$ cat src/sv/uwm_pkg.sv
package uwm_pkg;

  // Window length in samples and derived widths.
  localparam int WINDOW     = 3600;
  localparam int POS_W      = $clog2(WINDOW);
  localparam int CNT_W      = $clog2(WINDOW + 1);
  localparam int USG_W      = 15;
  localparam int FULL_SCALE = 25600;
  localparam int TOT_W      = $clog2(WINDOW * FULL_SCALE + 1);
  localparam int TICK_W     = 32;
  localparam int TPP_W      = 8;
  localparam int TPP_RESET  = 4;
  localparam int PCT_FULL   = 100;
  localparam int FRAC_W     = 8;

  // Shared divider: the usage quotient dividend is delta * 256 with delta below 25600.
  localparam int USG_DVD_W  = USG_W + FRAC_W;
  localparam int DVD_W      = (TOT_W > USG_DVD_W) ? TOT_W : USG_DVD_W;
  localparam int DVS_W      = (CNT_W > TPP_W) ? CNT_W : TPP_W;
  localparam int DIV_CNT_W  = $clog2(DVD_W);

  typedef enum logic [2:0] {
    ST_IDLE,
    ST_CHECK,
    ST_DIV_U,
    ST_UPDATE,
    ST_START_A,
    ST_DIV_A,
    ST_EMIT
  } state_t;

  typedef struct packed {
    logic capture;
    logic store_baseline;
    logic usage_zero;
    logic div_start;
    logic div_avg;
    logic usage_load;
    logic update;
    logic avg_load;
    logic result_load;
  } cmd_t;

  typedef struct packed {
    logic have_baseline;
    logic sat;
    logic div_busy;
    logic div_done;
    logic out_busy;
  } sts_t;

endpackage

$ cat src/sv/uwm_ctrl.sv
module uwm_ctrl
  import uwm_pkg::*;
(
  input  logic clk,
  input  logic rst_n,
  input  logic in_tvalid,
  output logic in_tready,
  input  sts_t sts,
  output cmd_t cmd
);

  state_t state_r;
  state_t state_nxt;

  always_ff @(posedge clk) begin
    if (!rst_n) begin
      state_r <= ST_IDLE;
    end else begin
      state_r <= state_nxt;
    end
  end

  always_comb begin
    state_nxt = state_r;
    cmd       = '0;
    in_tready = 1'b0;
    case (state_r)
      ST_IDLE: begin
        in_tready = 1'b1;
        if (in_tvalid) begin
          cmd.capture = 1'b1;
          state_nxt   = ST_CHECK;
        end
      end
      ST_CHECK: begin
        cmd.store_baseline = 1'b1;
        if (!sts.have_baseline) begin
          state_nxt = ST_EMIT;
        end else if (sts.sat) begin
          cmd.usage_zero = 1'b1;
          state_nxt      = ST_UPDATE;
        end else begin
          cmd.div_start = 1'b1;
          state_nxt     = ST_DIV_U;
        end
      end
      ST_DIV_U: begin
        if (sts.div_done) begin
          cmd.usage_load = 1'b1;
          state_nxt      = ST_UPDATE;
        end
      end
      ST_UPDATE: begin
        cmd.update = 1'b1;
        state_nxt  = ST_START_A;
      end
      ST_START_A: begin
        cmd.div_start = 1'b1;
        cmd.div_avg   = 1'b1;
        state_nxt     = ST_DIV_A;
      end
      ST_DIV_A: begin
        cmd.div_avg = 1'b1;
        if (sts.div_done) begin
          cmd.avg_load = 1'b1;
          state_nxt    = ST_EMIT;
        end
      end
      ST_EMIT: begin
        if (!sts.out_busy) begin
          cmd.result_load = 1'b1;
          state_nxt       = ST_IDLE;
        end
      end
      default: begin
        state_nxt = ST_IDLE;
      end
    endcase
  end

endmodule
$ cat config.mk
export PLATFORM = sky130hd
export DESIGN_NAME = uwm_ctrl
export DESIGN_NICKNAME = d
export VERILOG_FILES = /design/src/sv/uwm_pkg.sv /design/src/sv/uwm_ctrl.sv
export SDC_FILE = /design/constraint.sdc
export NUM_CORES = 1
export LEC_CHECK = 0
export ABC_CLOCK_PERIOD_IN_PS = 3300
export BUFFER_PORTS_ARGS = -buffer_cell sky130_fd_sc_hd__clkbuf_2
export CAP_MARGIN = 20
export CORE_AREA = 2 2 39 41
export CTS_CLUSTER_DIAMETER = 40
export CTS_CLUSTER_SIZE = 28
export DETAILED_ROUTE_END_ITERATION = 8
export DIE_AREA = 0 0 41 43
export SLEW_MARGIN = 20
export SYNTH_ARGS = -nofsm -noshare
export SYNTH_HDL_FRONTEND = slang
export SYNTH_SLANG_ARGS = --single-unit
export TNS_END_PERCENT = 10
$ cat constraint.sdc
create_clock -name clk -period 3.3 [get_ports clk]
set_input_delay 0.165 -clock clk [delete_from_list [all_inputs] [get_ports clk]]
set_output_delay 0.165 -clock clk [all_outputs]
set_load 0.05 [all_outputs]
==> impl_metrics.yaml <==
status:
  result_of_the_run: "finished clean"
grt:
  first_pass_grt_wire_length_um: 1010
  grt_use_total_pct: 8.93
  globalRouteMet1Util_pct: 11.9
  grt_max_degree: 13
  grt_pass1_vias: 248
  global_route.usage.met3_pct: 0.524
  grt_util_met2_pct: 10.3
  gr-max-usage-layer: "met4"
  grt_antenna_before_repair: 0
  globalRoute.totalOverflow: 0
flow_run:
  timing.max_cap.violations: 0
floorplanning:
  boundaryPins: 18
  initial_core_util_pct: 19.5
  die_h_um: 43
  rows: 14
  dieArea_um2: 1760
  die_x_um: 41
  core_area_um2: 1380
power_and_ir_drop:
  report.power.total_uw: 263
  p_sw_uw: 132
  static-leakage-power_nw: 0.174
  clockPowerShare_pct: 24.9
  switching_share_of_power_pct: 50.2
  seq_power_share_pct: 25.3
  powerDensity_nw_per_um2: 713
  combPwrFrac_pct: 49.8
  p_int_uw: 131
  worst_ir_drop_vdd_v: 0.000241
clock_tree:
  htree_levels: 1
  cts_setup_buffers: 0
  clock_tree.root_cell: "sky130_fd_sc_hd__clkbuf_4"
  total_clock_buffers_created_by_cts: 3
  tritoncts_clock_tree: "yes"
  clk_latency_ns: 0.23
  cts_resized: 0
  cts_hold_buffers: 0
  clkSinkCount: 3
  cts.clk_slew.worst_paths_ns: 0.04
  clock_path_buffers: 2
place:
  dpl-instance-area_um2: 343
  port_buffers: 16
  gp_routability_congestion: 0.739
  hpwl_um: 469
  place.detailed.instances: 59
  post-place-ws_ns: 1.86
timing:
  max_slew.worst_pin.slew_ns: 0.444
  highest_clock_rate_ghz: 0.594
  clock-skew-final_ns: 0.00110
  final.min_clock_period_ns: 1.68
  finalMaxSlewViolations: 0
  setup_viol: 0
  finalHoldViolations: 0
  final_critical_path_setup_slack_ns: 1.62
  post-route-period-util_pct: 51.0
  slew_headroom_pct: 70.3
  worst_hold_check_slack_ns: 0.166
  unrepaired_setup_endpoints_after_global_routing: "no"
  final.setup.tns_ns: 0
synthesis:
  netlist-cell-type-count: 22
  yosysSeqAreaShare_pct: 22.2
  dominantRegCellSynth: "sky130_fd_sc_hd__dfxtp_1"
  total_nets_after_synthesis: 38
  netlist_area_um2: 270
  synth_top_cell_area_share_pct: 22.2
  netlist_top_cells_area: "sky130_fd_sc_hd__dfxtp_1, sky130_fd_sc_hd__buf_6, sky130_fd_sc_hd__a311oi_1"
  synth_edf_count: 0
  ys_ff_latch: 3
  asyncSetResetFlopFracSynth_pct: 0
  postSynthAreaPerCell_um2: 9.01
  synth.most_common_cell: "sky130_fd_sc_hd__dfxtp_1"
  ys_warn_count: 0
  postSynthCellCount: 30
  synth_top_cell_by_area: "sky130_fd_sc_hd__dfxtp_1"
final_layout:
  final_cells: 63
  largest_regs: "state_r (3)"
  largest_register_ffs: 3
  flow.area_growth_from_synthesis_pct: 36.6
  drive_above_1_share_pct: 51.1
  finish.utilization_pct: 26.7
  antenna_cells_inserted: 0
  layout.cell_area.non_filler_um2: 369
  most_flop_heavy_register: "state_r"
  filler_cell_count: 158
  fin_nets: 56
detailed_routing:
  drt-pass1-iter-count: 2
  vias_per_cell: 4.11
  route.vias.total: 259
  postRouteAntennaNets: 0
  drc_errors: 0
  avgRoutedWirePerCell_um: 10.4
  routed_wl_um: 655
  dr.first_iter.drc_count: 3
setup_path:
  r2r_setup_slack_ns: 2.02
  worst_r2r_endpoint: "state_r[0]"
  crit_path_start_kind: "flip-flop"
  crit_arrival_ns: 1.52
  worst-endpoint-required_ns: 3.13
  r2r.worst_path.cells: 3
  r2r_path_start: "state_r[1]"
  worstSetupEndpointType: "output port"
  critical_path.max_fanout: 12
  crit_type: "flip-flop to output port"
worst_hold_path:
  worst_min_path_class: "input pin to flip-flop"
  worst_hold_path.endpoint: "state_r[0]"
  hold_path_depth: 2
  worst_hold_startpoint: "rst_n"
## layout by cell type (no fill, tap or decap)
cell type                   synthesis  layout
sky130_fd_sc_hd__inv_1              1       1
sky130_fd_sc_hd__nand2b_1           2       2
sky130_fd_sc_hd__and3_1             1       1
sky130_fd_sc_hd__or2b_1             1       1
sky130_fd_sc_hd__nor3_1             2       2
sky130_fd_sc_hd__and2_1             1       1
sky130_fd_sc_hd__nor2_1             1       1
sky130_fd_sc_hd__clkbuf_4           0       3
sky130_fd_sc_hd__a22o_1             1       1
sky130_fd_sc_hd__clkbuf_2           0      16
sky130_fd_sc_hd__o31a_1             1       1
sky130_fd_sc_hd__nor3b_1            1       1
sky130_fd_sc_hd__nor2b_4            1       1
sky130_fd_sc_hd__and3b_2            1       1
sky130_fd_sc_hd__and3_4             1       1
sky130_fd_sc_hd__dfxtp_1            3       3
sky130_fd_sc_hd__xnor2_1            1       1
sky130_fd_sc_hd__nand2_1            2       2
sky130_fd_sc_hd__nand4bb_2          1       1
sky130_fd_sc_hd__a21oi_1            2       2
sky130_fd_sc_hd__a311oi_1           2       2
sky130_fd_sc_hd__clkbuf_1           0       1
sky130_fd_sc_hd__nor3b_2            1       1
## power by group through the flow
stage | sequential [mW] | combinational [mW] | clock [mW]
2_1_floorplan | 0.0481 | 0.133 | 0
3_3_place_gp | 0.0670 | 0.131 | 0
3_5_place_dp | 0.0665 | 0.132 | 0
4_1_cts | 0.0665 | 0.132 | 0.0707
5_1_grt | 0.0693 | 0.140 | 0.0724
6_report | 0.0666 | 0.131 | 0.0654
## kinds of logic after synthesis
logic type | synth area share, %
compound gates | 16.7
xor+xnor | 3.24
buf+inv | 11.6
simple gates | 46.3
flops | 22.2
## final cells by class
class                           count  area [um^2]  share of cell area (%)
Inverter                            1         3.75                    1.02
Multi-Input combinational cell     23          179                    48.5
Timing Repair Buffer               16         80.1                    21.7
Tap cell                           16         20.0                    5.42
Sequential cell                     3         60.1                    16.3
Clock buffer                        4         26.3                    7.12
## how the worst max path moves through the flow
stage                          start  endpoint  slack, ns  cells past startpoint
after floorplan           state_r[0]    cmd[8]       0.99                      3
after global placement    state_r[0]    cmd[6]       1.82                      3
after detailed placement  state_r[0]    cmd[6]       1.86                      3
after CTS                 state_r[0]    cmd[6]       1.59                      3
after global routing      state_r[0]    cmd[6]       1.53                      3
final                     state_r[0]    cmd[6]       1.62                      3
## worst max-delay path: stages (launching register included)
cell	delay [ns]
sky130_fd_sc_hd__dfxtp_1	0.54
sky130_fd_sc_hd__nor3b_2	0.26
sky130_fd_sc_hd__and3_4	0.21
sky130_fd_sc_hd__clkbuf_2	0.27
## per-layer routing
| metal | wire length [um] | part of all wire, % |
|---|---|---|
| met1 | 303 | 46 |
| met3 | 57 | 8.7 |
| met4 | 0 | 0 |
| met2 | 294 | 45 |
| met5 | 0 | 0 |
Power figures use the tool's default switching activity.
